[src/sv/cdms_pkg.sv]
// ----------------------------------------------------------------------------
// cdms_pkg
// Shared types, marker patterns and helpers for the CDATA marker stripper.
// ----------------------------------------------------------------------------
`default_nettype none

package cdms_pkg;

    // Window cells: up to eight held bytes plus the incoming item.
    localparam int CELLS     = 9;
    localparam int OPEN_LEN  = 9;
    localparam int CLOSE_LEN = 3;

    // Opener "<![CDATA[" with its letters already folded to lower case;
    // element 0 is the first character of the marker.
    localparam logic [OPEN_LEN-1:0][7:0] OPEN_FOLDED =
        {8'h5B, 8'h61, 8'h74, 8'h61, 8'h64, 8'h63, 8'h5B, 8'h21, 8'h3C};

    // Closer "]]>", matched exactly; element 0 is the first character.
    localparam logic [CLOSE_LEN-1:0][7:0] CLOSE_PAT = {8'h3E, 8'h5D, 8'h5D};

    // Commands broadcast to every cell of the window.
    typedef struct packed {
        logic load;    // the first empty cell takes the incoming byte
        logic shift1;  // every cell takes its right neighbor's content
        logic shift3;  // every cell takes the content three places to its right
        logic clear;   // the whole window is emptied
    } t_cell_cmd;

    typedef enum logic [1:0] {
        S_IDLE,
        S_SCAN,
        S_FLUSH,
        S_FINISH
    } t_state;

    // Only ASCII upper-case letters fold; every other byte matches itself.
    function automatic logic [7:0] fold_byte(input logic [7:0] b);
        logic [7:0] r;
        r = b;
        if (b >= 8'h41 && b <= 8'h5A) begin
            r = b + 8'd32;
        end
        return r;
    endfunction

endpackage

`default_nettype wire

[src/sv/cdata_marker_stripper_core.sv]
// Items are handled one at a time: a new item is taken only once the last one is through. The
// scan then releases a front byte, deletes a marker or decides to end, step by step, and stalls
// while a byte is pending and the output register is full; a closing step passes on the last result.
// Results come straight from the output register, which holds each one until it is taken.
// Reset (synchronous, active low) empties the window and the output side and closes any open
// section; the held byte contents are not cleared.
// ----------------------------------------------------------------------------
// cdata_marker_stripper_core
// Byte stream filter that deletes CDATA openers and, inside a section, the
// closers, using a nine-cell window that shifts toward its front.
// ----------------------------------------------------------------------------
`default_nettype none

module cdata_marker_stripper_core (
    input  wire logic        i_clk,
    input  wire logic        i_rst_n,
    input  wire logic        s_axis_tvalid,
    output logic             s_axis_tready,
    input  wire logic [7:0]  s_axis_tdata,   // [7:0] in_byte
    input  wire logic        s_axis_tlast,   // end_of_stream
    output logic             m_axis_tvalid,
    input  wire logic        m_axis_tready,
    output logic [7:0]       m_axis_tdata,   // [7:0] out_byte
    output logic             m_axis_tlast,   // run_last
    output logic [1:0]       m_axis_tuser    // [0] has_byte, [1] stream_done
);
    import cdms_pkg::*;

    // The window is a row of cells. Cell 0 is the front, i.e. the oldest
    // byte. Valid cells are always contiguous from the front, so the incoming
    // item lands in the first empty cell and a release is a shift by one.
    t_cell_cmd              cmd;
    logic [CELLS-1:0][7:0]  cell_byte;
    logic [CELLS-1:0]       cell_valid;
    logic [CELLS-1:0]       open_ok;
    logic [CELLS-1:0]       close_ok;

    genvar gi;
    generate
        for (gi = 0; gi < CELLS; gi++) begin : g_cell
            logic [7:0] nb1_byte;
            logic       nb1_valid;
            logic [7:0] nb3_byte;
            logic       nb3_valid;
            logic       prev_valid;
            logic [7:0] close_ch;
            logic       close_en;

            if (gi + 1 < CELLS) begin : g_nb1
                assign nb1_byte  = cell_byte[gi+1];
                assign nb1_valid = cell_valid[gi+1];
            end else begin : g_nb1_end
                assign nb1_byte  = 8'h00;
                assign nb1_valid = 1'b0;
            end

            if (gi + 3 < CELLS) begin : g_nb3
                assign nb3_byte  = cell_byte[gi+3];
                assign nb3_valid = cell_valid[gi+3];
            end else begin : g_nb3_end
                assign nb3_byte  = 8'h00;
                assign nb3_valid = 1'b0;
            end

            if (gi == 0) begin : g_front
                assign prev_valid = 1'b1;
            end else begin : g_rest
                assign prev_valid = cell_valid[gi-1];
            end

            if (gi < CLOSE_LEN) begin : g_close
                assign close_ch = CLOSE_PAT[gi];
                assign close_en = 1'b1;
            end else begin : g_noclose
                assign close_ch = 8'h00;
                assign close_en = 1'b0;
            end

            cdms_cell u_cell (
                .i_clk        (i_clk),
                .i_rst_n      (i_rst_n),
                .i_cmd        (cmd),
                .i_in_byte    (s_axis_tdata),
                .i_prev_valid (prev_valid),
                .i_nb1_byte   (nb1_byte),
                .i_nb1_valid  (nb1_valid),
                .i_nb3_byte   (nb3_byte),
                .i_nb3_valid  (nb3_valid),
                .i_open_ch    (OPEN_FOLDED[gi]),
                .i_close_ch   (close_ch),
                .i_close_en   (close_en),
                .o_byte       (cell_byte[gi]),
                .o_valid      (cell_valid[gi]),
                .o_open_ok    (open_ok[gi]),
                .o_close_ok   (close_ok[gi])
            );
        end
    endgenerate

    // Match state of the window front. "Full" needs every marker position
    // filled; "partial" means the front could still grow into the marker.
    logic open_full;
    logic open_part;
    logic close_full;
    logic close_part;

    assign open_full  = (&open_ok) && cell_valid[OPEN_LEN-1];
    assign open_part  = (&open_ok) && !cell_valid[OPEN_LEN-1];
    assign close_full = (&close_ok) && cell_valid[CLOSE_LEN-1];
    assign close_part = (&close_ok) && !cell_valid[CLOSE_LEN-1];

    // Control state. The most recently released byte waits in a pending
    // register, because only the end of the scan tells whether it is the
    // last result of its item.
    t_state     r_state;
    t_state     n_state;
    logic       r_inside;
    logic       n_inside;
    logic       r_eos;
    logic       n_eos;
    logic       r_pend_valid;
    logic       n_pend_valid;
    logic [7:0] r_pend_byte;
    logic [7:0] n_pend_byte;

    // Output register.
    logic       r_out_valid;
    logic [7:0] r_out_byte;
    logic       r_out_has;
    logic       r_out_last;
    logic       r_out_done;

    logic       push_ok;
    logic       push;
    logic [7:0] push_byte;
    logic       push_has;
    logic       push_last;
    logic       push_done;
    logic       release_req;

    assign push_ok = !r_out_valid || m_axis_tready;

    always_comb begin
        n_state      = r_state;
        n_inside     = r_inside;
        n_eos        = r_eos;
        n_pend_valid = r_pend_valid;
        n_pend_byte  = r_pend_byte;
        cmd          = '0;
        push         = 1'b0;
        push_byte    = r_pend_byte;
        push_has     = 1'b1;
        push_last    = 1'b0;
        push_done    = 1'b0;
        release_req  = 1'b0;

        case (r_state)
            S_IDLE: begin
                if (s_axis_tvalid) begin
                    cmd.load = 1'b1;
                    n_eos    = s_axis_tlast;
                    n_state  = S_SCAN;
                end
            end
            S_SCAN: begin
                // The opener is always tried before the closer.
                if (!cell_valid[0]) begin
                    n_state = r_eos ? S_FLUSH : S_FINISH;
                end else if (open_full) begin
                    cmd.clear = 1'b1;
                    n_inside  = 1'b1;
                end else if (open_part) begin
                    n_state = r_eos ? S_FLUSH : S_FINISH;
                end else if (r_inside && close_full) begin
                    cmd.shift3 = 1'b1;
                    n_inside   = 1'b0;
                end else if (r_inside && close_part) begin
                    n_state = r_eos ? S_FLUSH : S_FINISH;
                end else begin
                    release_req = 1'b1;
                end
            end
            S_FLUSH: begin
                // A marker cut short by the end of the document passes through.
                if (!cell_valid[0]) begin
                    n_state = S_FINISH;
                end else begin
                    release_req = 1'b1;
                end
            end
            S_FINISH: begin
                if (r_pend_valid || r_eos) begin
                    if (push_ok) begin
                        push         = 1'b1;
                        push_byte    = r_pend_valid ? r_pend_byte : 8'h00;
                        push_has     = r_pend_valid;
                        push_last    = 1'b1;
                        push_done    = r_eos;
                        n_pend_valid = 1'b0;
                        n_eos        = 1'b0;
                        if (r_eos) begin
                            n_inside = 1'b0;
                        end
                        n_state = S_IDLE;
                    end
                end else begin
                    n_state = S_IDLE;
                end
            end
            default: begin
                n_state = S_IDLE;
            end
        endcase

        // Releasing the front byte moves the previous pending byte out as a
        // result that is not the last of its item. A release stalls while a byte
        // is pending and the output register is full.
        if (release_req && (!r_pend_valid || push_ok)) begin
            push         = r_pend_valid;
            cmd.shift1   = 1'b1;
            n_pend_valid = 1'b1;
            n_pend_byte  = cell_byte[0];
        end
    end

    always_ff @(posedge i_clk) begin
        if (!i_rst_n) begin
            r_state      <= S_IDLE;
            r_inside     <= 1'b0;
            r_eos        <= 1'b0;
            r_pend_valid <= 1'b0;
            r_out_valid  <= 1'b0;
        end else begin
            r_state      <= n_state;
            r_inside     <= n_inside;
            r_eos        <= n_eos;
            r_pend_valid <= n_pend_valid;
            if (push) begin
                r_out_valid <= 1'b1;
            end else if (m_axis_tready) begin
                r_out_valid <= 1'b0;
            end
        end
    end

    always_ff @(posedge i_clk) begin
        r_pend_byte <= n_pend_byte;
        if (push) begin
            r_out_byte <= push_byte;
            r_out_has  <= push_has;
            r_out_last <= push_last;
            r_out_done <= push_done;
        end
    end

    assign s_axis_tready = (r_state == S_IDLE);
    assign m_axis_tvalid = r_out_valid;
    assign m_axis_tdata  = r_out_byte;
    assign m_axis_tlast  = r_out_last;
    assign m_axis_tuser  = {r_out_done, r_out_has};

`ifndef NO_ASSERTIONS
    // Deleting an opener empties the whole window.
    a_clear_empties: assert property (@(posedge i_clk) disable iff (!i_rst_n)
        cmd.clear |=> (cell_valid == '0))
        else $error("window not empty after opener deletion");

    // Between items at most eight bytes are held back.
    a_hold_limit: assert property (@(posedge i_clk) disable iff (!i_rst_n)
        (r_state == S_IDLE) |-> !cell_valid[CELLS-1])
        else $error("more than eight bytes held between items");

    // Valid cells always form a run starting at the front.
    a_contiguous: assert property (@(posedge i_clk) disable iff (!i_rst_n)
        ((cell_valid + CELLS'(1)) & cell_valid) == '0)
        else $error("window valid bits not contiguous");

    // The final result of a document also closes its item's run.
    a_done_last: assert property (@(posedge i_clk) disable iff (!i_rst_n)
        (r_out_valid && r_out_done) |-> r_out_last)
        else $error("stream_done without run_last");

    // A document end leaves no open section and no held bytes.
    a_doc_reset: assert property (@(posedge i_clk) disable iff (!i_rst_n)
        (push && push_done) |=> (!r_inside && (cell_valid == '0)))
        else $error("state not cleared after end of stream");
`endif

endmodule

`default_nettype wire

[src/sv/cdms_cell.sv]
// ----------------------------------------------------------------------------
// cdms_cell
// One window position: holds a byte and its valid bit, shifts from its
// neighbors and compares its byte against the marker characters at its place.
// ----------------------------------------------------------------------------
`default_nettype none

module cdms_cell (
    input  wire logic                 i_clk,
    input  wire logic                 i_rst_n,
    input  wire cdms_pkg::t_cell_cmd  i_cmd,
    input  wire logic [7:0]           i_in_byte,
    input  wire logic                 i_prev_valid,
    input  wire logic [7:0]           i_nb1_byte,
    input  wire logic                 i_nb1_valid,
    input  wire logic [7:0]           i_nb3_byte,
    input  wire logic                 i_nb3_valid,
    input  wire logic [7:0]           i_open_ch,
    input  wire logic [7:0]           i_close_ch,
    input  wire logic                 i_close_en,
    output logic [7:0]                o_byte,
    output logic                      o_valid,
    output logic                      o_open_ok,
    output logic                      o_close_ok
);
    import cdms_pkg::*;

    logic [7:0] r_byte;
    logic       r_valid;
    logic [7:0] n_byte;
    logic       n_valid;

    always_comb begin
        n_byte  = r_byte;
        n_valid = r_valid;
        if (i_cmd.clear) begin
            n_valid = 1'b0;
        end else if (i_cmd.shift3) begin
            n_byte  = i_nb3_byte;
            n_valid = i_nb3_valid;
        end else if (i_cmd.shift1) begin
            n_byte  = i_nb1_byte;
            n_valid = i_nb1_valid;
        end else if (i_cmd.load && i_prev_valid && !r_valid) begin
            n_byte  = i_in_byte;
            n_valid = 1'b1;
        end
    end

    always_ff @(posedge i_clk) begin
        if (!i_rst_n) begin
            r_valid <= 1'b0;
        end else begin
            r_valid <= n_valid;
        end
    end

    always_ff @(posedge i_clk) begin
        r_byte <= n_byte;
    end

    // An empty cell never breaks a match; it only keeps it partial.
    assign o_open_ok  = !r_valid || (fold_byte(r_byte) == i_open_ch);
    assign o_close_ok = !r_valid || !i_close_en || (r_byte == i_close_ch);
    assign o_byte     = r_byte;
    assign o_valid    = r_valid;

endmodule

`default_nettype wire

[config.mk]
export PLATFORM = sky130hd
export DESIGN_NAME = cdata_marker_stripper_core
export DESIGN_NICKNAME = d
export VERILOG_FILES = /design/src/sv/cdms_pkg.sv /design/src/sv/cdata_marker_stripper_core.sv /design/src/sv/cdms_cell.sv
export SDC_FILE = /design/constraint.sdc
export NUM_CORES = 1
export LEC_CHECK = 0
export BUFFER_PORTS_ARGS = -buffer_cell sky130_fd_sc_hd__buf_4
export CORE_MARGIN = 2
export CORE_UTILIZATION = 50
export CTS_CLUSTER_DIAMETER = 150
export DETAILED_ROUTE_END_ITERATION = 12
export GPL_TIMING_DRIVEN = 0
export PLACE_DENSITY = 0.67
export SLEW_MARGIN = 0
export SYNTH_ARGS = -nofsm -noshare
export SYNTH_HDL_FRONTEND = slang
export SYNTH_SLANG_ARGS = --single-unit
[constraint.sdc]
create_clock -name i_clk -period 3.8 [get_ports i_clk]
set_clock_uncertainty 0.1 [all_clocks]
set_input_delay 0.19 -clock i_clk [delete_from_list [all_inputs] [get_ports i_clk]]
set_output_delay 0.19 -clock i_clk [all_outputs]
set_load 0.005 [all_outputs]
Word level (Yosys, flattened, before mapping)
Index checks and enable logic that the tools add are counted.
Storage, ports and cells
  register bits: 106
  bits of input ports: 13
  word-level logic and storage cells: 286
Cells by class
  add/sub/neg operators: 9
  order comparisons: 18
  bitwise operators: 2
  reductions and logical operators: 97
  multiplexer cells: 105
  eq/ne operators: 27
Operators by type and width (number)
  $mux W8: 36
  $add A8 B6 Y8 const B: 9
  $eq A8 B7 Y1 const B: 9
  $ge A8 B7 Y1 const B: 9
  $le A8 B7 Y1 const B: 9
  $mux W1: 54
  $logic_and A1 B1 Y1: 33
  $reduce_bool A3 Y1: 9
  $eq A8 B6 Y1 const B: 3
  $mux W2: 11
  $reduce_and A2 Y1: 9
  $reduce_bool A2 Y1: 8
  $logic_or A1 B1 Y1: 15
  $ne A3 B3 Y1 const B: 4
  $logic_not A1 Y1: 11
  $ne A2 B2 Y1 const B: 5
  $reduce_and A3 Y1: 3
  $reduce_and A9 Y1: 1
  $ne A4 B4 Y1 const B: 2
  $pmux W2 S4: 1
  $reduce_and A7 Y1: 1
  $pmux W1 S2: 3
  $reduce_and A6 Y1: 1
  $eq A2 B2 Y1 const B: 2
  8 further kinds: 10

Longest topological paths before layout
Gate-level depths: netlist of the first run.
  depth after elaboration: 15
  mapped depth: 10
  mapped depth without buffers: 8

Hierarchy
From an unflattened synthesis of the first run, not the netlist that was laid out.
Unflattened totals
  cells, all modules: 826
  area, all modules: 7906.3 µm²
By module, submodules not included
  cdms_cell: cells each 80, area an instance 744.5 µm², seq. area each 260.2 µm², instances 9
  cdata_marker_stripper_core: cells each 106, area an instance 1206.2 µm², seq. area each 690.7 µm², instances 1

Worst setup path before layout of the first run
Ideal clock, no wire load.
  path kind: register to register
  from: register g_cell[1].u_cell.r_byte[5]
  to: register g_cell[0].u_cell.r_byte[0], enable pin
  arrival time: 2.638 ns
  slack: 0.735 ns
  path buffers: 2
  period minus slack after synthesis: 3.065 ns
  cell stages (with the launch flop): 10
  cells stage by stage: edfxtp_1 ha_1 nor4b_1 o211ai_1 a222oi_1 nand4_2 o221ai_4 buf_6 buf_2 a31oi_1
On the way
  longest elaborated chain between the ends: 15
  elaborated cells on any way between the ends: 34
  classes of those cells: 1 x add/sub; 2 x order compare; 2 x eq/ne; 14 x mux; 1 x bitwise; 14 x reduce/logical
Ends and longest elaborated chain
  start: declaration: RTL line cdms_cell.sv:28  | logic [7:0] r_byte;
  start signal: assignment: RTL line cdms_cell.sv:59  | r_byte <= n_byte;
  $ge A8 B7 Y1 (tied with other cells): RTL line cdms_pkg.sv:41  | if (b >= 8'h41 && b <= 8'h5A) begin
  $logic_and A1 B1 Y1 / $logic_or A1 B1 Y1 (equally long branches): RTL line cdms_pkg.sv:41, cdms_cell.sv:64
  $mux W8 / $reduce_and A3 Y1 (equally long branches): RTL line cdms_pkg.sv:41, cdata_marker_stripper_core.sv:109, cdata_marker_stripper_core.sv:110
  $eq A8 B6 Y1 / $logic_and A1 B1 Y1 (equally long branches): RTL line cdms_cell.sv:63, cdata_marker_stripper_core.sv:110
  $logic_or A1 B1 Y1 / $logic_and A1 B1 Y1 (equally long branches): RTL line cdms_cell.sv:63, cdata_marker_stripper_core.sv:177
  $reduce_and A9 Y1 / $mux W1 (equally long branches): RTL line cdata_marker_stripper_core.sv:107, cdata_marker_stripper_core.sv:108, cdata_marker_stripper_core.sv:177
  $logic_and A1 B1 Y1 / $mux W1 (equally long branches): RTL line cdata_marker_stripper_core.sv:108, cdata_marker_stripper_core.sv:174
  $mux W1: RTL line cdata_marker_stripper_core.sv:172  | end else if (open_part) begin
  $mux W1: RTL line cdata_marker_stripper_core.sv:169  | end else if (open_full) begin
  $mux W1: RTL line cdata_marker_stripper_core.sv:167  | if (!cell_valid[0]) begin
  $pmux W1 S2: RTL line cdata_marker_stripper_core.sv:157  | case (r_state)
  $logic_and A1 B1 Y1: RTL line cdata_marker_stripper_core.sv:218  | if (release_req && (!r_pend_valid || push_ok)) begin
  $mux W1: RTL line cdata_marker_stripper_core.sv:218
  $reduce_bool A3 Y1 (no line)
  $reduce_and A2 Y1 (no line) *
  end signal: assignment: RTL line cdms_cell.sv:59
  end: declaration: RTL line cdms_cell.sv:28
Mark *: on every way between the ends. The rest lies on a longest branch, timed or not.
A chain may end at the register's enable or synchronous reset.

Worst setup path in the final report of the first run
  from: register g_cell[1].u_cell.r_byte[5]
  to: register g_cell[8].u_cell.r_byte[2], enable pin
On the way
  longest elaborated chain between the ends: 15
  elaborated cells on any way between the ends: 34
  classes of those cells: 1 x add/sub; 2 x order compare; 2 x eq/ne; 14 x mux; 1 x bitwise; 14 x reduce/logical
Ends and longest elaborated chain (RTL line)
  $ge A8 B7 Y1 (tied with other cells): cdms_pkg.sv:41
  $logic_and A1 B1 Y1 / $logic_or A1 B1 Y1 (equally long branches): cdms_pkg.sv:41, cdms_cell.sv:64
  $mux W8 / $reduce_and A3 Y1 (equally long branches): cdms_pkg.sv:41, cdata_marker_stripper_core.sv:109, cdata_marker_stripper_core.sv:110
  $eq A8 B6 Y1 / $logic_and A1 B1 Y1 (equally long branches): cdms_cell.sv:63, cdata_marker_stripper_core.sv:110
  $logic_or A1 B1 Y1 / $logic_and A1 B1 Y1 (equally long branches): cdms_cell.sv:63, cdata_marker_stripper_core.sv:177
  $reduce_and A9 Y1 / $mux W1 (equally long branches): cdata_marker_stripper_core.sv:107, cdata_marker_stripper_core.sv:108, cdata_marker_stripper_core.sv:177
  $logic_and A1 B1 Y1 / $mux W1 (equally long branches): cdata_marker_stripper_core.sv:108, cdata_marker_stripper_core.sv:174
  $mux W1: cdata_marker_stripper_core.sv:172
  $mux W1: cdata_marker_stripper_core.sv:169
  $mux W1: cdata_marker_stripper_core.sv:167
  $pmux W1 S2: cdata_marker_stripper_core.sv:157
  $logic_and A1 B1 Y1: cdata_marker_stripper_core.sv:218
  $mux W1: cdata_marker_stripper_core.sv:218
  $reduce_bool A3 Y1 (no line)
  $reduce_and A2 Y1 (no line) *
  end signal: assignment: cdms_cell.sv:59
  end: declaration: cdms_cell.sv:28
Marks and branches as above.

==> flow_summary.ini, run 1 <==
[outcome]
outcome = finished, final reports clean

[clock_network]
cts.sinks = 106
cts.clk_slew.worst_paths_ns = 0.10
cts_tree = yes
clockBufferDepth = 2
insertion_delay_ns = 0.38
root_buffer = clkbuf_8
cts_buffers = 9
ctsHoldBuffers = 0
htree_levels = 3

[grt]
grt_start_max_net_pins = 17
grt_pass1_vias = 3882
grt_use_total_pct = 23.4
antenna_found_initial = 0
grt_pass1_wl_um = 20800
gr-total-overflow = 0

[synthesis]
yosys.area.top_type = edfxtp_1
yosys_register_bits = 106
yosys-top-cells-area = edfxtp_1, a211o_1, nor3b_1
async_flop_share_pct = 0
synth_seq_area_share_pct = 54.9
yosys.area.top_type_share_pct = 49.4
synthFlopType = edfxtp_1
syn_area_per_cell_um2 = 12.2
netlist_area_mm2 = 0.00553
synth.distinct_cells = 61
syn-num-nets = 477
synth_edf_count = 91
ys.warnings.count = 0
synth_cells = 454

[setup_path]
critPathLaunchType = flop
worst_setup_path_end_kind = flop
cp.required_ns = 3.73
crit_chain = ha_1 -> nor4b_1 -> o211ai_1 -> a222oi_1 -> buf_4 -> nand4_2 -> o221ai_4 -> buf_6 -> buf_2 -> a31oi_2
max_stage_delay_ns = 0.45
crit_family = compound AO/OA/AOI/OAI gates
critical_path_buf_inv_count = 3
slowest_stage = edfxtp_1
arrival_ns = 3.46
critical_path_class = reg -> reg
path_max_fanout = 10

[drt]
firstDrtPassIters = 5
via_per_inst = 6.17
drt_iter0_drc = 265
drc_errors = 0
wl_per_cell_um = 20.5
via_count = 3932
wirelength_um = 13100
antenna_left = 0

[placement]
port_buffers = 25
placement.cell_area_mm2 = 0.00589
pre_cts_ws_ns = -0.0937
dp.cells = 619
dp_hpwl_um = 9710
gp_congestion = 0.825

[power_and_ir_drop]
peakVddDrop_v = 0.000180
share_comb_of_total_power_pct = 18.3
power_frac_seq_pct = 57.3
power.density_mw_per_mm2 = 423
power_frac_clock_pct = 24.4
power_mw = 2.59
p_int_mw = 1.84
switching_share_pct = 28.8
p_leak_nw = 2.34
switching_power_mw = 0.747

[flow_run]
drv_cap = 0

[floorplan]
die_h_um = 109
die_w_um = 109
coreArea_mm2 = 0.0108
die-area_mm2 = 0.0119
initial_core_util_pct = 51.2
ioPinCount = 26
rows = 38

[timing]
fmax_mhz = 283
final.setup.worst_slack_ns = 0.272
post-route-period-util_pct = 92.8
setup_viol = 0
grt_setup_unrepaired = false
fin_setup_tns_ns = 0
hold_viol = 0
worst_pin_slew_ns = 0.910
min_period_ns = 3.53
holdWs_ns = 0.0113
drv_slew = 0
worst_slew_margin_rel_pct = 39.1

[finish]
finalInstanceArea_mm2 = 0.00612
area_delta_synth_final_pct = 10.8
drive_gt1_share_pct = 14.7
stdcell_count = 637
diodes = 0
nets = 515
final_util_pct = 56.7

[min_path]
hold_path_class = in -> reg
-- worst register-to-register path: cells and delay by family (launching register included) --
family | cells | cell delay [ns]
AOI/OAI and AO/OA | 4 | 1.14
and+or+nand+nor | 2 | 0.50
DFF | 1 | 0.45
buffers and inverters | 3 | 0.68
adders and majority gates | 1 | 0.31
-- cell usage in the layout (no fill, tap or decap), types with 3 or more instances in the layout --
cell type | Yosys | routed
a211o_1 | 45 | 45
a211oi_1 | 3 | 3
a21o_1 | 4 | 4
a21oi_1 | 8 | 8
a221o_1 | 3 | 3
a31oi_2 | 0 | 9
and2_1 | 11 | 11
and3_1 | 10 | 10
buf_2 | 4 | 4
buf_4 | 7 | 34
buf_6 | 3 | 3
clkbuf_1 | 25 | 26
clkbuf_8 | 0 | 9
dfxtp_1 | 15 | 15
edfxtp_1 | 91 | 91
ha_1 | 10 | 10
inv_1 | 8 | 8
mux2i_1 | 21 | 21
nand2_1 | 11 | 11
nand2b_1 | 3 | 3
nand3_1 | 4 | 4
nand3b_1 | 8 | 8
nor2_1 | 32 | 32
nor2b_1 | 9 | 9
nor3_1 | 3 | 3
nor3b_1 | 48 | 48
nor4b_1 | 4 | 4
nor4bb_1 | 4 | 4
o2111ai_1 | 6 | 6
o21ai_0 | 3 | 3
o2bb2ai_1 | 6 | 6
-- logic make-up after synthesis --
group	Yosys count	share of synthesized area [%]
multiplexers	22	4.01
adder cells (fa/ha/maj)	10	2.26
AO/OA/AOI/OAI	107	16.2
flip-flops	106	54.9
AND/OR/NAND/NOR	161	18.5
buffers and inverters	48	4.23
-- layer usage --
| layer | global-route usage [%] | up-vias | part of all wire [%] |
|---|---|---|---|
| met5 | 0 | - | 0 |
| li1 | - | 1858 | - |
| met2 | 41.7 | 103 | 51 |
| met1 | 29.2 | 1956 | 43 |
| met4 | 7.88 | 0 | 1.6 |
| met3 | 2.87 | 15 | 4.5 |
-- path summary, 6_finish.rpt --
check	from	to	slack, ns	cells past startpoint
setup / recovery	g_cell[1].u_cell.o_byte[5]	g_cell[8].u_cell.o_byte[2]	0.27	10
hold / removal	i_rst_n	r_state[1]	0.01	3
setup reg to reg	g_cell[1].u_cell.o_byte[5]	g_cell[8].u_cell.o_byte[2]	0.27	10
hold reg to reg	g_cell[0].u_cell.o_byte[3]	r_pend_byte[3]	0.36	0
-- what timing repair did --
| item | in CTS | in global routing |
|---|---|---|
| hold endpoints to repair | 0 | 0 |
| buffers inserted | 0 | 2 |
| setup endpoints to repair | 64 | 116 |
| resized for setup | 2 | 9 |
| pin swaps | 1 | 2 |
-- cell type report --
cell class | instances | area, µm²
clock inverter | 5 | 31.3
clock buffer | 11 | 131
tap | 140 | 175
sequential | 106 | 3030
timing repair buffer | 27 | 203
multi-input combinational | 300 | 2320
inverter | 9 | 33.8
buffer | 39 | 201
fill | 893 | 4670
-- flip-flops by register name, indices dropped and copies added, names as in the netlist --
signal and flops:
m_axis_tlast 1, r_pend_byte 8, m_axis_tvalid 1, r_state 2
r_pend_valid 1, r_out_done 1, g_cell.u_cell.o_byte 72, r_eos 1
r_out_has 1, m_axis_tdata 8, r_inside 1, g_cell.u_cell.o_valid 9
-- power by group through the flow --
stage                     Clock [mW]  Sequential (mW)  Combinational [mW]
after global placement             0             1.50               0.441
after CTS                      0.640             1.48               0.457
after floorplan                    0             1.47               0.339
final                          0.633             1.48               0.473
after detailed placement           0             1.51               0.453
after global routing           0.678             1.50               0.523
-- cells in the mapped netlist (2+ instances only) --
master,number
a22oi_1,2
a211oi_1,3
nor3_1,3
a221oi_1,2
edfxtp_1,91
nor4bb_1,4
o2bb2ai_1,6
a211o_1,45
a31oi_1,9
and4b_1,2
nor2b_1,9
nand2_1,11
nor4b_1,4
buf_6,3
dfxtp_1,15
a21oi_1,8
clkbuf_1,25
a221o_1,3
nand2b_1,3
inv_1,8
o2111ai_1,6
nor2_1,32
and3_1,10
buf_4,7
o21ai_0,3
nand3b_1,8
nand3_1,4
nor3b_1,48
and2_1,11
nand4_1,2
ha_1,10
a21o_1,4
buf_2,4
mux2i_1,21
or2_2,2
Note: power is estimated with default switching activity, not from simulation.
==> inputs of run 2 (changes only) <==
--- a/config.mk
+++ b/config.mk
@@ -12,6 +12,7 @@
 export DETAILED_ROUTE_END_ITERATION = 12
 export GPL_TIMING_DRIVEN = 0
 export PLACE_DENSITY = 0.67
+export RECOVER_POWER = 50
 export SLEW_MARGIN = 0
 export SYNTH_ARGS = -nofsm -noshare
 export SYNTH_HDL_FRONTEND = slang
==> run 2 against run 1 <==
Net effect: register-to-register slack gained 0.03 ns; first-iteration DRC count grew 7.9%; via count shrank 0.41%; non-clock buffer count is the same; global-route usage is the same; cell area shrank 0.51%; clock power is essentially flat; final cell count is the same; highest routed layer unchanged.
==> flow_summary.ini, run 2 (synthesized netlist as in run 1, its figures left out) <==
[setup_path]
crit_cells = 11
worst_setup_path_end_kind = flop
crit_family = compound AO/OA/AOI/OAI gates
arrival_ns = 3.64
max_stage_delay_ns = 0.45
r2r_cells = 11
path_max_fanout = 8
cp-endpoint = g_cell[0].u_cell.o_byte[2]
worstReg2RegStart = g_cell[1].u_cell.o_byte[5]
cp.required_ns = 3.94
r2r-end = g_cell[0].u_cell.o_byte[2]
critPathLaunchType = flop
critical_path_class = reg -> reg
rrSetupSlack_ns = 0.30
setup.worst_path.start = g_cell[1].u_cell.o_byte[5]
crit_chain = ha_1 -> nor4b_1 -> o211ai_1 -> a222oi_1 -> buf_4 -> nand4_2 -> o221ai_4 -> clkbuf_1 -> and3_1 -> clkbuf_1 -> a211o_1
critical_path_buf_inv_count = 3
slowest_stage = edfxtp_1
cp_common_cell = clkbuf_1

[power_and_ir_drop]
p_leak_nw = 2.32
peakVddDrop_v = 0.000180
power_mw = 2.58
power.density_mw_per_mm2 = 424

[min_path]
hold_path_class = in -> reg
worstHoldStart = i_rst_n

[grt]
grt_util_met3_pct = 2.87
top_usage_layer = met2
antenna_found_initial = 0
grt_start_max_net_pins = 17
grt_use_met1_pct = 29.2
gr-total-overflow = 0
grt_pass1_wl_um = 20800
grt_use_total_pct = 23.4
grt_pass1_vias = 3882
grt_util_met2_pct = 41.7

[floorplan]
die_w_um = 109
coreArea_mm2 = 0.0108
die-area_mm2 = 0.0119
initial_core_util_pct = 51.2
ioPinCount = 26
die_h_um = 109
rows = 38

[finish]
drive_gt1_share_pct = 13.1
finalInstanceArea_mm2 = 0.00609
final_cell_mix = edfxtp_1, nor3b_1, a211o_1
nets = 515
diodes = 0
largest_reg_flops = 72
final_common_cell = edfxtp_1
fillers = 900
area_delta_synth_final_pct = 10.3

[flow_run]
drv_cap = 0

[timing]
fmax_mhz = 286
fin_setup_tns_ns = 0
setup_viol = 0
post-route-period-util_pct = 92.2
hold_viol = 0
grt_setup_unrepaired = false
drv_slew = 0
worst_slew_margin_rel_pct = 34.9
min_period_ns = 3.50
worst_pin_slew_ns = 0.961

[clock_network]
cts_tree = yes
root_buffer = clkbuf_8
cts.sinks = 106
cts.clk_slew.worst_paths_ns = 0.10
cts_buffers = 9
insertion_delay_ns = 0.38
htree_levels = 3
clockBufferDepth = 2

[drt]
drt_iter0_drc = 286
firstDrtPassIters = 7
via_per_inst = 6.15
wirelength_um = 13100
wl_per_cell_um = 20.5
drc_errors = 0
antenna_left = 0
via_count = 3916

[outcome]
outcome = finished, final reports clean

[placement]
dp_hpwl_um = 9710
gp_congestion = 0.825
port_buffers = 25
placement.cell_area_mm2 = 0.00589
==> run 2: cell count changes in the layout (fill, tap and decap cells not counted), moves of 2 or more <==
cell and change:
clkbuf_2 +2, buf_6 -2, buf_4 -14, clkbuf_4 +12, buf_2 -3, clkbuf_1 +5, and2_0 +5, and2_1 -5
==> run 2: power breakdown <==
part | total (mW) | switching [mW] | internal (mW)
sequential | 1.48 | 0.0837 | 1.40
clock | 0.634 | 0.396 | 0.238
combinational | 0.467 | 0.267 | 0.199
total | 2.58 | 0.747 | 1.84
==> run 2: timing repair <==
action,in CTS,in global routing
resized for setup,2,9
endpoints found under the setup margin,64,116
hold buffers,0,0
pin swaps,1,2
setup buffers,0,2
==> run 2: worst register-to-register path: stages (launching register included) <==
cell,delay [ns]
edfxtp_1,0.45
ha_1,0.31
nor4b_1,0.28
o211ai_1,0.13
a222oi_1,0.36
buf_4,0.19
nand4_2,0.20
o221ai_4,0.30
clkbuf_1,0.33
and3_1,0.21
clkbuf_1,0.32
a211o_1,0.19
==> run 2: final cells by class <==
type	instances	area, µm²	share of cell area (%)
Buffer	39	185	3.04
Clock inverter	5	31.3	0.513
Tap cell	140	175	2.87
Sequential cell	106	3030	49.8
Timing Repair Buffer	27	195	3.20
Clock buffer	11	131	2.16
Multi-Input combinational cell	300	2310	37.9
Inverter	9	33.8	0.554
==> run 2: per-stage QoR <==
| stage | worst slack [ns] | utilization [%] | hold slack (ns) | instances |
|---|---|---|---|---|
| 2_1_floorplan | 0.735 | - | 0.221 | 454 |
| 3_3_place_gp | -0.0171 | 54.6 | 0.335 | 619 |
| 3_5_place_dp | -0.0937 | 54.6 | 0.334 | 619 |
| 4_1_cts | -0.0746 | 56.2 | 0.00330 | 635 |
| 5_1_grt | 0.0447 | 56.5 | 0.0121 | 637 |
| 6_report | 0.298 | 56.5 | 0.00534 | 637 |
==> run 2: how the worst min path moves through the flow <==
stage	cells after the start	to	slack, ns
finish	3	r_state[1]	0.005
global route	2	m_axis_tvalid	0.01
CTS	2	m_axis_tvalid	0.003
detailed placement	0	r_pend_byte[3]	0.33
global placement	0	r_pend_byte[3]	0.34
floorplan	1	m_axis_tvalid	0.22
==> run 2: per-layer routing <==
layer | up-vias | share of wire (%) | routed length (µm)
li1 | 1851 | - | -
met1 | 1944 | 43 | 5620
met2 | 106 | 51 | 6640
met3 | 15 | 4.5 | 591
met4 | 0 | 1.6 | 206
met5 | - | 0 | 0
==> inputs of run 3 (changes only) <==
--- a/config.mk
+++ b/config.mk
@@ -8,11 +8,12 @@
 export BUFFER_PORTS_ARGS = -buffer_cell sky130_fd_sc_hd__buf_4
 export CORE_MARGIN = 2
 export CORE_UTILIZATION = 50
-export CTS_CLUSTER_DIAMETER = 150
+export CTS_CLUSTER_DIAMETER = 40
 export DETAILED_ROUTE_END_ITERATION = 12
 export GPL_TIMING_DRIVEN = 0
+export HOLD_SLACK_MARGIN = 0.15
 export PLACE_DENSITY = 0.67
-export RECOVER_POWER = 50
+export RECOVER_POWER = 25
 export SLEW_MARGIN = 0
 export SYNTH_ARGS = -nofsm -noshare
 export SYNTH_HDL_FRONTEND = slang
==> run 3 against run 2 <==
Net effect: first-iteration DRC count up 9.1%; highest routed layer unchanged; routed wire length rose by 0.69%; final cell count up 1.7%; flip-flop and latch count unchanged; register-to-register slack worse by 0.03 ns.
==> flow_summary.ini, run 3 (synthesized netlist as in run 1, its figures left out) <==
[finish]
final_util_pct = 57.6
finalInstanceArea_mm2 = 0.00622
final_cell_mix = edfxtp_1, nor3b_1, a211o_1
diodes = 0
drive_gt1_share_pct = 13.2
area_delta_synth_final_pct = 12.5
stdcell_count = 648
final_common_cell = edfxtp_1
largest_reg_flops = 72
nets = 526

[grt]
antenna_found_initial = 0
grt_use_total_pct = 23.5
grt_start_max_net_pins = 17
grt_pass1_wl_um = 21000
grt_pass1_vias = 3970
gr-total-overflow = 0

[placement]
port_buffers = 25
dp.cells = 619
gp_congestion = 0.825
pre_cts_ws_ns = -0.0937
dp_hpwl_um = 9710
placement.cell_area_mm2 = 0.00589

[power_and_ir_drop]
p_leak_nw = 2.37
peakVddDrop_v = 0.000184
power.density_mw_per_mm2 = 417
power_mw = 2.59

[clock_network]
cts.clk_slew.worst_paths_ns = 0.10
htree_levels = 3
root_buffer = clkbuf_8
insertion_delay_ns = 0.38
cts.sinks = 106
cts_buffers = 9
cts_tree = yes
clockBufferDepth = 2

[floorplan]
initial_core_util_pct = 51.2
die-area_mm2 = 0.0119
rows = 38
die_h_um = 109
coreArea_mm2 = 0.0108
die_w_um = 109
ioPinCount = 26

[outcome]
outcome = finished, final reports clean

[timing]
fin_setup_tns_ns = 0
worst_slew_margin_rel_pct = 35.2
setup_viol = 0
worst_pin_slew_ns = 0.957
drv_slew = 0
fmax_mhz = 283
post-route-period-util_pct = 92.9
holdWs_ns = 0.183
min_period_ns = 3.53
hold_viol = 0
final.setup.worst_slack_ns = 0.270
grt_setup_unrepaired = false

[setup_path]
worst_setup_path_end_kind = flop
arrival_ns = 3.46
critPathLaunchType = flop
critical_path_class = reg -> reg
cp.required_ns = 3.73
path_max_fanout = 10

[drt]
wirelength_um = 13100
via_count = 3940
drt_iter0_drc = 312
via_per_inst = 6.08
drc_errors = 0
antenna_left = 0
wl_per_cell_um = 20.3
firstDrtPassIters = 5

[min_path]
hold_path_class = in -> reg

[flow_run]
drv_cap = 0
-- run 3: cell types whose count changed in the layout (fill, tap and decap cells not counted), sizes merged --
cell,previous run,this run
dlygate4sd3,0,11
buf,22,25
clkbuf,55,52
-- run 3: path summary, 6_finish.rpt --
path / startpoint / to / slack [ns] / depth (start not counted)
setup / recovery: g_cell[1].u_cell.o_byte[5] / g_cell[8].u_cell.o_byte[2] / 0.27 / 10
hold / removal: s_axis_tvalid / r_eos / 0.18 / 5
setup reg to reg: g_cell[1].u_cell.o_byte[5] / g_cell[8].u_cell.o_byte[2] / 0.27 / 10
hold reg to reg: g_cell[0].u_cell.o_byte[3] / r_pend_byte[3] / 0.36 / 0
-- run 3: what timing repair did --
item                                   in CTS  in global routing
endpoints found under the hold margin      29                  0
pin swaps                                   1                  2
buffers inserted                            0                  2
setup endpoints to repair                  64                116
hold buffers                               11                  0
resized for setup                           2                  9
-- run 3: area by class of cell --
class / instances / area (µm²)
Inverter: 9 / 33.8
Clock buffer: 11 / 131
Fill cell: 887 / 4580
Multi-Input combinational cell: 300 / 2310
Sequential cell: 106 / 3030
Clock inverter: 5 / 31.3
Tap cell: 140 / 175
Timing Repair Buffer: 38 / 305
Buffer: 39 / 199
-- run 3: metal layers --
metal | up-vias | track usage, % | wire, µm
met5 | - | 0 | 0
met1 | 1962 | 29.3 | 5840
li1 | 1877 | - | -
met4 | 0 | 7.88 | 207
met2 | 86 | 42.3 | 6690
met3 | 15 | 2.87 | 408
-- run 3: worst max-delay path, cell delays in order (launching register included) --
cell	delay, ns
edfxtp_1	0.45
ha_1	0.31
nor4b_1	0.28
o211ai_1	0.14
a222oi_1	0.36
buf_4	0.19
nand4_2	0.20
o221ai_4	0.31
buf_6	0.20
buf_2	0.30
a31oi_2	0.34
-- run 3: report_power, final --
part,switching (mW),internal [mW]
Combinational,0.270,0.209
Sequential,0.0826,1.40
Clock,0.395,0.238
Total,0.748,1.85
